==> config.mk <==
export PLATFORM = sky130hd
export DESIGN_NAME = mse_ctrl
export DESIGN_NICKNAME = d
export VERILOG_FILES = /design/src/rtl/mse_pkg.sv /design/src/rtl/mse_ctrl.sv
export SDC_FILE = /design/constraint.sdc
export NUM_CORES = 1
export LEC_CHECK = 0
export BUFFER_PORTS_ARGS = -buffer_cell sky130_fd_sc_hd__buf_2
export CAP_MARGIN = 0
export CORE_AREA = 3 3 40 42
export DETAILED_ROUTE_END_ITERATION = 10
export DIE_AREA = 0 0 43 45
export HOLD_SLACK_MARGIN = 0.15
export PLACE_DENSITY = 0.73
export SETUP_SLACK_MARGIN = 0.3
export SLEW_MARGIN = 20
export SYNTH_ARGS = -nofsm -noshare
export SYNTH_HDL_FRONTEND = slang
export SYNTH_SLANG_ARGS = --single-unit
export TNS_END_PERCENT = 100
==> constraint.sdc <==
create_clock -name clk -period 2.2 [get_ports clk]
set_clock_uncertainty 0.2 [all_clocks]
set_input_delay 0 -clock clk [delete_from_list [all_inputs] [get_ports clk]]
set_output_delay 0 -clock clk [all_outputs]
set_load 0.02 [all_outputs]
==> src/rtl/mse_pkg.sv <==
// merge sort engine: shared constants and the command and status bundles
// passed between the controller and the datapath; no dependencies
`default_nettype none

package mse_pkg;

	localparam int DATA_W       = 32;
	localparam int CAPACITY_DEF = 64;

	typedef struct packed {
		logic load;
		logic sort_init;
		logic pass_start;
		logic run_start;
		logic merge_rd;
		logic merge_wr;
		logic emit_start;
		logic emit_rd;
		logic emit_wr;
	} mse_cmd_t;

	typedef struct packed {
		logic pass_done;
		logic run_last;
		logic pass_last;
		logic emit_last;
		logic out_free;
	} mse_sts_t;

endpackage

`default_nettype wire

==> src/rtl/mse_ctrl.sv <==
// merge sort engine controller: state machine sequencing load, merge
// passes and emission; drives mse_datapath through mse_pkg bundles
`default_nettype none

module mse_ctrl
	import mse_pkg::*;
(
	input  wire logic     clk,
	input  wire logic     arst_n,
	input  wire logic     in_valid,
	input  wire logic     in_last,
	output logic          in_ready,
	output mse_cmd_t      cmd,
	input  wire mse_sts_t sts
);

	typedef enum logic [6:0] {
		S_LOAD = 7'b0000001,
		S_PASS = 7'b0000010,
		S_RUN  = 7'b0000100,
		S_RD   = 7'b0001000,
		S_WR   = 7'b0010000,
		S_ERD  = 7'b0100000,
		S_EWR  = 7'b1000000
	} state_t;

	state_t state_q;
	state_t state_nxt;

	always_comb begin
		cmd       = '0;
		in_ready  = 1'b0;
		state_nxt = state_q;
		case (state_q)
			S_LOAD: begin
				in_ready = 1'b1;
				if (in_valid) begin
					cmd.load = 1'b1;
					if (in_last) begin
						cmd.sort_init = 1'b1;
						state_nxt     = S_PASS;
					end
				end
			end
			S_PASS: begin
				if (sts.pass_done) begin
					cmd.emit_start = 1'b1;
					state_nxt      = S_ERD;
				end else begin
					cmd.pass_start = 1'b1;
					state_nxt      = S_RUN;
				end
			end
			S_RUN: begin
				cmd.run_start = 1'b1;
				state_nxt     = S_RD;
			end
			S_RD: begin
				cmd.merge_rd = 1'b1;
				state_nxt    = S_WR;
			end
			S_WR: begin
				cmd.merge_wr = 1'b1;
				if (sts.run_last) begin
					state_nxt = sts.pass_last ? S_PASS : S_RUN;
				end else begin
					state_nxt = S_RD;
				end
			end
			S_ERD: begin
				cmd.emit_rd = 1'b1;
				state_nxt   = S_EWR;
			end
			S_EWR: begin
				if (sts.out_free) begin
					cmd.emit_wr = 1'b1;
					state_nxt   = sts.emit_last ? S_LOAD : S_ERD;
				end
			end
			default: begin
				state_nxt = S_LOAD;
			end
		endcase
	end

	always_ff @(posedge clk or negedge arst_n) begin
		if (!arst_n) begin
			state_q <= S_LOAD;
		end else begin
			state_q <= state_nxt;
		end
	end

endmodule

`default_nettype wire

[Yosys cells after proc, flatten, opt, wreduce, memory -nomap -nowiden]
Index checks and enable logic that the tools add are counted.
Word-level totals
  memories kept: 0
  word-level logic and storage cells: 34
  memory bits (read-only): 0
  register bits: 7
  bits of input ports: 9
  latch bits: 0
  output and inout bits: 10
  bits in writable memories: 0
Cells by class
  reduce and logical (&&, ||, !) cells: 1
  multipliers: 0
  $add $sub $neg: 0
  div/mod/pow operators: 0
  equality and inequality tests: 10
  order comparisons: 0
  shift-type cells: 0
  muxes and demuxes: 22
  bitwise logic cells: 0
Operator list (number)
  $pmux 7 s7: 1
  $mux 7: 3
  $mux 1: 12
  $mux 6: 2
  $eq 7x1->1 const B: 1
  $eq 7x2->1 const B: 1
  $eq 7x3->1 const B: 1
  $eq 7x4->1 const B: 1
  $eq 7x5->1 const B: 1
  $eq 7x6->1 const B: 1
  $eq 7x7->1 const B: 1
  $ne 2x2->1 const B: 3
  $mux 2: 2
  $mux 4: 1
  $mux 3: 1
  $reduce_and 3->1: 1

[Longest topological paths before layout]
Gate-level depths: netlist of run 1.
  word-level depth: 3
  gate-level depth with buffers: 5
  depth with buffers taken out: 4

[Worst setup path after synthesis of run 1]
OpenSTA, ideal clock, no wires.
  kind: flip-flop to flip-flop
  start point: register state_q[1]
  end point: register state_q[0]
  library setup time: 120 ps
  clock period less this slack: 2099 ps
  stages on the path, launching flop included: 5
  path slack: 101 ps
  data arrival time: 1779 ps
  cell sequence: dfrtp_1 -> nor2_1 -> nand2_1 -> nor4b_1 -> o32ai_1
On the way
  longest elaborated chain between the ends: 3
  elaborated cells on any way between the ends: 12
  those cells by class: 10 x eq/ne; 1 x mux; 1 x reduce/logical
RTL lines
  from (decl): line mse_ctrl.sv:27  | state_t state_q;
  from (signal assigned): line mse_ctrl.sv:90  | state_q <= state_nxt;
  $eq 7x7->1 / $eq 7x1->1 (equally long branches): line mse_ctrl.sv:34  | case (state_q)
  $ne 2x2->1 (no source line)
  $reduce_and 3->1 (no source line)
Several ways; a longest one is shown, not always the timed one.
A chain may end at the register's enable or synchronous reset.

==> results of run 1 <==
-- stage by stage --
step           hold WS (ns)  power [uW]
5_1_grt              0.1808       602.8
3_5_place_dp        -0.3586       412.2
2_1_floorplan       -0.4956       348.5
3_3_place_gp        -0.3625       406.3
6_report             0.1487       563.4
4_1_cts              0.1555       546.2
-- layer usage --
metal / global-route usage, % / vias up / wire length, um
li1: - / 259 / -
met1: 18.02 / 229 / 583
met2: 26.05 / 21 / 619
met3: 2.390 / 5 / 60
met4: 14.46 / 0 / 55
met5: 0 / - / 0
-- Yosys cell counts, types with 2 or more instances --
| cell | count | area share [%] |
|---|---|---|
| nor4b_1 | 2 | 3.5 |
| nor4_1 | 3 | 3.8 |
| nand2b_1 | 2 | 2.5 |
| nor2_1 | 6 | 4.5 |
| and3_1 | 2 | 2.5 |
| nand2_1 | 8 | 6.1 |
| o22ai_1 | 2 | 2.5 |
| dfrtp_1 | 6 | 30 |
| nor4b_2 | 2 | 6.1 |
-- layout make-up --
cell class | count | share of cell area [%]
Timing Repair Buffer | 28 | 25.38
Multi-Input combinational cell | 41 | 43.99
Sequential cell | 7 | 24.03
Tap cell | 15 | 2.538
Clock buffer | 4 | 3.553
Inverter | 1 | 0.5076
-- final timing paths --
kind	end	slack (ns)	cells after the start
max in group asynchronous	state_q[0]$_DFFE_PN1P_	1.01	3
min in group asynchronous	state_q[6]$_DFFE_PN0P_	0.50	3
min reg2reg	state_q[4]$_DFFE_PN0P_	0.41	1
max	cmd[8]	0.33	4
max reg2reg	state_q[0]$_DFFE_PN1P_	0.41	4
min	cmd[7]	0.15	4
-- power breakdown --
group	total (uW)	internal, uW	switching [uW]	leakage [uW]
logic	258	122	136	0.000247
clock network	121	69.5	51.8	0.0000150
registers	184	151	32.9	0.0000920
total	563	343	221	0.000354
-- worst register-to-register path: cells and delay by family, from the launching register on --
family | cells | cell delay (ns)
AO/OA/AOI/OAI | 3 | 0.60
flip-flops | 1 | 0.59
AND/OR/NAND/NOR | 1 | 0.32
-- cells by family after synthesis --
group	count (synthesis)	share of synthesized area, %
compound gates	8	15.40
flops	7	35.61
simple gates	31	42.17
mux	1	2.020
buf+inv	2	3.029
xor+xnor	1	1.768
-- what timing repair did --
action | 4_1_cts | 5_1_grt
endpoints found under the setup margin | 0 | 7
gates resized for setup | 0 | 3
endpoints found under the hold margin | 14 | 0
buffers inserted | 0 | 1
hold buffers | 9 | 0
==> metrics.cfg, run 1 <==
[outcome]
status = completed

[placement]
portBuffers = 18
hpwl_um = 942.4
place_ws_ns = 0.3658
gp_congestion = 0.7164
place_area_um2 = 605.6
dp.cells = 82

[finish]
nFillCells = 124
antenna_cells = 0
final_cells = 96
final_common_cell = buf_2
stdcell_area_um2 = 739.5
final_cell_mix = buf_2, dlygate4sd3_1, nand2_1, nor2_1, dfrtp_1
top_register = state_q
ff_latch_area_um2 = 177.7
area_delta_synth_final_pct = 49.24
largest_register_ff_count = 7
largestRegisters = state_q (7)
multi_input_area_um2 = 325.3
nets = 91
drive_above_1_share_pct = 43.21
fin_util_pct = 57.55

[drt]
dr.first_iter.drc_count = 16
ant_nets = 0
drt_first_pass_iters = 4
wl_um = 1318
wl_per_cell_um = 13.73
vias = 514
vias_per_cell = 5.354
drcViolationCount = 0

[pwr]
p_leak_uw = 0.0003542
p_per_area_mw_per_mm2 = 761.9
vdd_drop_max_mv = 0.3815

[timing]
max_slew_margin_pct = 73.54
post-route-min-period_ns = 1.872
hold_viol = 0
rsz0062_at_grt = yes
tns_ns = 0
worst_slack_ns = 0.3281
drv_slew = 0
worst-slew-pin-transition_ns = 0.3958
setup_violations = 0
fmax_mhz = 534.2
fin_crit_sh_pct = 85.09

[synthesis]
syn-num-nets = 59
async_reset_ff_share_pct = 100.0
ys_warn_count = 0
seq_area_frac_synth_pct = 35.61
synth-edff-count = 0
synth_area_um2 = 495.5
synth_area_per_cell_um2 = 9.910
synth_ff_type = dfrtp_1
synthCells = 50
synth-seq-cells = 7
ys_types = 26

[setup_path]
slowest_stage = dfstp_2
rr_startpoint = state_q[0]$_DFFE_PN1P_
slowest_delay_ns = 0.59
path_buf_inv = 2
path_delay_family = flip-flops
crit_type = reg2out
critPathRequiredTime_ns = 2.00
cp_cell_sequence = nor4b_4 -> buf_4 -> and3_2 -> buf_2
startpoint = state_q[0]$_DFFE_PN1P_
cp.arrival_ns = 1.67
end_kind = output pin
critical_path.max_fanout = 5
cp-start-kind = flop

[global_route]
gr-total-overflow = 0
first_global_vias = 506
grt_antenna_before_repair = 0
grt.total_usage_pct = 15.95
grt_pass1_wl_um = 2187
grt_max_degree = 10

[clock_tree]
clk_pin_slew_ns = 0.05
cts_sinks = 7
worstSkewPairLatency_ns = 0.26
cts_root_buf = clkbuf_4
h-tree-depth = 1
cts-buffers-inserted = 3
cts_tree = built
cts_buffer_depth = 2

[floorplan]
initial_core_util_pct = 38.56
die_w_um = 43
io_pins = 19
fp.dieH_um = 45
die_area_mm2 = 0.001935
rows = 13
core_area_mm2 = 0.001285

[hold_path]
min_from = in_valid
hold_path_class = in2out

[job]
maxCapViolCount = 0

(Power assumes the default switching activity.)
==> inputs of run 2 (changes only) <==
--- a/constraint.sdc
+++ b/constraint.sdc
@@ -4,2 +4,2 @@
 set_output_delay 0 -clock clk [all_outputs]
-set_load 0.02 [all_outputs]
+set_load 0.01 [all_outputs]
==> run 2 against run 1 <==
Net effect: critical endpoint is now cmd[1]; critical path type unchanged; largest cell class unchanged; flip-flop and latch count is the same; via count is 2.3% lower; fmax rose by 5.3%.
==> metrics.cfg, run 2 (same netlist as run 1, synthesis figures left out) <==
[outcome]
status = completed

[pwr]
vdd_drop_max_mv = 0.4676
p_leak_uw = 0.0003509
combPwrFrac_pct = 43.0
switching_share_pct = 36.28
p_int_uw = 330.2
switchingPower_uw = 188.0
p_seq_share_pct = 35.0
p_per_area_mw_per_mm2 = 710.5
p_clk_share_pct = 22.1

[global_route]
grt_pass1_wl_um = 2035
grt.total_usage_pct = 14.66
gr-total-overflow = 0
grt_antenna_before_repair = 0
first_global_vias = 479
grt_max_degree = 10

[setup_path]
end_kind = output pin
cp_cell_sequence = nor2_1 -> nand2_1 -> nor4b_2 -> buf_2
path_delay_family = simple AND/OR/NAND/NOR gates
path_buf_inv = 1
cp-start-kind = flop
crit_type = reg2out
critPathRequiredTime_ns = 2.00
r2r_slack_ns = 0.42
critical_path.max_fanout = 5
slowest_stage = dfrtp_1
cp.arrival_ns = 1.58
slowest_delay_ns = 0.45

[finish]
area_delta_synth_final_pct = 47.22
stdcell_area_um2 = 729.5
final_cell_mix = buf_2, dlygate4sd3_1, nand2_1, nor2_1, dfrtp_1
largest_register_ff_count = 7
top_register = state_q
fin_util_pct = 56.77
antenna_cells = 0
drive_above_1_share_pct = 41.25
nets = 90
final_common_cell = buf_2
final_cells = 95
largestRegisters = state_q (7)

[clock_tree]
cts_sinks = 7
cts-buffers-inserted = 3
clk_pin_slew_ns = 0.05
cts_tree = built
cts_buffer_depth = 2
h-tree-depth = 1
worstSkewPairLatency_ns = 0.25
cts_root_buf = clkbuf_4
post_cts_buffers = 0

[timing]
tns_ns = 0
post-route-min-period_ns = 1.778
fmax_mhz = 562.4
setup_violations = 0
rsz0062_at_grt = no
fin_crit_sh_pct = 80.83
drv_slew = 0
worst-slew-pin-transition_ns = 0.3604
hold_viol = 0
max_slew_margin_pct = 75.91

[drt]
wl_per_cell_um = 13.03
wl_um = 1238
dr.first_iter.drc_count = 6
ant_nets = 0
vias_per_cell = 5.284
vias = 502
drcViolationCount = 0
drt_first_pass_iters = 4

[job]
maxCapViolCount = 0

[floorplan]
fp.dieH_um = 45
io_pins = 19
die_area_mm2 = 0.001935
core_area_mm2 = 0.001285
initial_core_util_pct = 38.56
rows = 13
die_w_um = 43

[placement]
hpwl_um = 896.5
portBuffers = 18
dp.cells = 82
gp_congestion = 0.8897
place_area_um2 = 593.1

[hold_path]
hold_path_class = in2reg

run 2: cell count changes in the layout (fill, tap and decap cells not counted), sizes merged:
cell  previous run  this run
buf             19        18
run 2: metrics by stage:
step	hold slack, ns	setup WS, ns	power [uW]
2_1_floorplan	-0.4956	0.4278	326.0
3_3_place_gp	-0.3666	0.3768	384.8
3_5_place_dp	-0.3666	0.3844	386.7
4_1_cts	0.2713	0.3171	520.5
5_1_grt	0.2821	0.3138	562.3
6_report	0.2764	0.4218	518.3
run 2: repair_timing:
item                                   in CTS  in global routing
resized for setup                           1                  3
hold buffers                                9                  0
setup endpoints to repair                   1                  4
endpoints found under the hold margin      16                  0
run 2: power by group through the flow:
stage	Clock, uW	Sequential, uW	Combinational [uW]
5_1_grt	131	184	247
3_3_place_gp	0	181	204
6_report	114	181	223
4_1_cts	120	180	221
2_1_floorplan	0	174	152
3_5_place_dp	0	181	206
run 2: worst paths after layout:
check | cells past startpoint | start | endpoint
worst max-delay path | 4 | state_q[1]$_DFFE_PN0P_ | cmd[1]
worst min-delay path | 3 | sts[2] | state_q[2]$_DFFE_PN0P_
worst max register to register | 4 | state_q[0]$_DFFE_PN1P_ | state_q[0]$_DFFE_PN1P_
worst min register to register | 1 | state_q[4]$_DFFE_PN0P_ | state_q[4]$_DFFE_PN0P_
max in group asynchronous | 3 | arst_n | state_q[0]$_DFFE_PN1P_
min in group asynchronous | 3 | arst_n | state_q[2]$_DFFE_PN0P_
run 2: worst min-delay path: cells and delay by family:
kind,cells,cell delay [ns]
AOI/OAI and AO/OA,1,0.06
buffers and inverters,2,0.62
run 2: layout make-up:
cell class	instances	area, um2
fill	121	555.5
multi-input combinational	41	322.8
timing repair buffer	27	180.2
sequential	7	177.7
clock buffer	4	26.28
tap	15	18.77
inverter	1	3.754
run 2: metal layers:
metal / GRT usage, % / vias up / share of wire, %
met5: 0 / - / 0
met4: 5.422 / 0 / 1.1
met3: 6.375 / 4 / 4.8
met2: 23.95 / 11 / 49
met1: 17.21 / 229 / 45
li1: - / 258 / -
==> inputs of run 3 (changes only) <==
Clock period 2.2 ns to 1.8 ns, I/O delays scaled along.
==> run 3 against run 2 <==
Net effect: clock-buffer cell count stayed put; clock power is 30% higher; power is 110% higher; register-to-register slack worse by 0.36 ns; core utilization is 35 points higher; via count is 26% higher; sequential power is 24% higher; combinational power grew to 3.2 times the previous value; largest power group unchanged; highest routed layer unchanged.
==> metrics.cfg, run 3 (same netlist as run 1, synthesis figures left out) <==
[pwr]
p_leak_uw = 0.0004984
p_per_area_mw_per_mm2 = 920.3
p_total_uw = 1080
vdd_drop_max_mv = 0.7215

[floorplan]
rows = 13
fp.dieH_um = 45
initial_core_util_pct = 38.56
die_w_um = 43
core_area_mm2 = 0.001285
die_area_mm2 = 0.001935
io_pins = 19

[drt]
wl_um = 2245
wl_per_cell_um = 19.03
drt_first_pass_iters = 4
drcViolationCount = 0
ant_nets = 0
dr.first_iter.drc_count = 6
vias = 635
vias_per_cell = 5.381

[placement]
gp_congestion = 0.8222
hpwl_um = 1049
portBuffers = 18
dp.cells = 89

[clock_tree]
cts_root_buf = clkbuf_4
clk_pin_slew_ns = 0.06
cts-buffers-inserted = 3
worstSkewPairLatency_ns = 0.26
h-tree-depth = 1
cts_sinks = 7
cts_tree = built
cts_buffer_depth = 2

[timing]
drv_slew = 0
worst-slew-pin-transition_ns = 0.3020
fmax_mhz = 567.2
setup_violations = 0
post-route-min-period_ns = 1.763
max_slew_margin_pct = 79.29
fin_crit_sh_pct = 97.94
hold_viol = 0
rsz0062_at_grt = yes

[finish]
area_delta_synth_final_pct = 136.9
final_common_cell = buf_4
top_register = state_q
largestRegisters = state_q (7)
multi_input_area_um2 = 518.0
largest_register_ff_count = 7
drive_above_1_share_pct = 75.73
final_cells = 118
antenna_cells = 0
fin_util_pct = 91.33
nFillCells = 48
nets = 113
final_cell_mix = buf_4, buf_2, buf_6, dlygate4sd3_1, nor4b_4
ff_latch_area_um2 = 180.2

[hold_path]
worstHoldEndpoint = state_q[2]$_DFFE_PN0P_
hold_path_class = in2reg
holdPathStages = 3
min_from = sts[2]

[setup_path]
critPathRequiredTime_ns = 1.60
r2r-end = state_q[0]$_DFFE_PN1P_
reg2reg_depth = 5
end_kind = output pin
critical_path.max_fanout = 5
cp-start-kind = flop
crit_type = reg2out
cp.arrival_ns = 1.56
rr_startpoint = state_q[4]$_DFFE_PN0P_
r2r_slack_ns = 0.06

[outcome]
status = completed

[global_route]
gr-total-overflow = 0
first_global_vias = 725
grt.total_usage_pct = 22.87
grt_max_degree = 9
grt_pass1_wl_um = 3249
grt_antenna_before_repair = 0

[job]
maxCapViolCount = 0

## run 3: how the worst max path moves through the flow
stage / from / end / cells past startpoint
after detailed placement: state_q[4]$_DFFE_PN0P_ / state_q[0]$_DFFE_PN1P_ / 5
after global routing: state_q[0]$_DFFE_PN1P_ / cmd[4] / 4
after CTS: state_q[1]$_DFFE_PN0P_ / cmd[5] / 4
after floorplan: state_q[4]$_DFFE_PN0P_ / state_q[0]$_DFFE_PN1P_ / 5
final: state_q[1]$_DFFE_PN0P_ / cmd[4] / 3
after global placement: state_q[4]$_DFFE_PN0P_ / state_q[0]$_DFFE_PN1P_ / 5
## run 3: timing repair
| action | CTS | global route |
|---|---|---|
| gates resized for setup | 28 | 21 |
| endpoints found under the setup margin | 14 | 17 |
| pin swaps | 14 | 11 |
| buffers inserted | 14 | 2 |
| hold buffers | 9 | 0 |
| hold endpoints to repair | 14 | 0 |
## run 3: critical path, cell delays in order, from the launching register on
cell and delay, ns:
dfrtp_2 0.48, or3_4 0.44, nor4_4 0.22, buf_2 0.17
## run 3: power breakdown
group / switching (uW) / leakage (uW) / total (uW) / internal (uW)
sequential: 38.2 / 0.0000888 / 224 / 186
clock: 63.0 / 0.0000150 / 148 / 84.9
combinational: 316 / 0.000395 / 708 / 392
total: 417 / 0.000498 / 1080 / 663
## run 3: through the flow
step / TNS [ns] / hold WS [ns] / area [um2] / setup WS, ns
after floorplan: 0 / -0.4956 / 521.8 / 0.2130
after global placement: 0 / -0.3688 / 671.9 / 0.1162
after detailed placement: 0 / -0.3640 / 671.9 / 0.09113
after CTS: 0 / 0.2637 / 1027 / 0.06093
after global routing: -0.06740 / 0.2806 / 1174 / -0.02452
final: 0 / 0.2667 / 1174 / 0.03703
## run 3: layout make-up
cell class                      instances  share of cell area, %
Multi-Input combinational cell         41                  44.14
Timing Repair Buffer                   50                  36.35
Sequential cell                         7                  15.35
Clock buffer                            4                  2.239
Tap cell                               15                  1.599
Inverter                                1                 0.3198
## run 3: metal layers
| layer | part of all wire [%] | vias to the layer above | global-route usage (%) |
|---|---|---|---|
| met4 | 1.7 | 0 | 15.66 |
| met3 | 3.2 | 4 | 0.7968 |
| met2 | 56 | 24 | 43.11 |
| met5 | 0 | - | 0 |
| met1 | 39 | 309 | 24.81 |
| li1 | - | 298 | - |
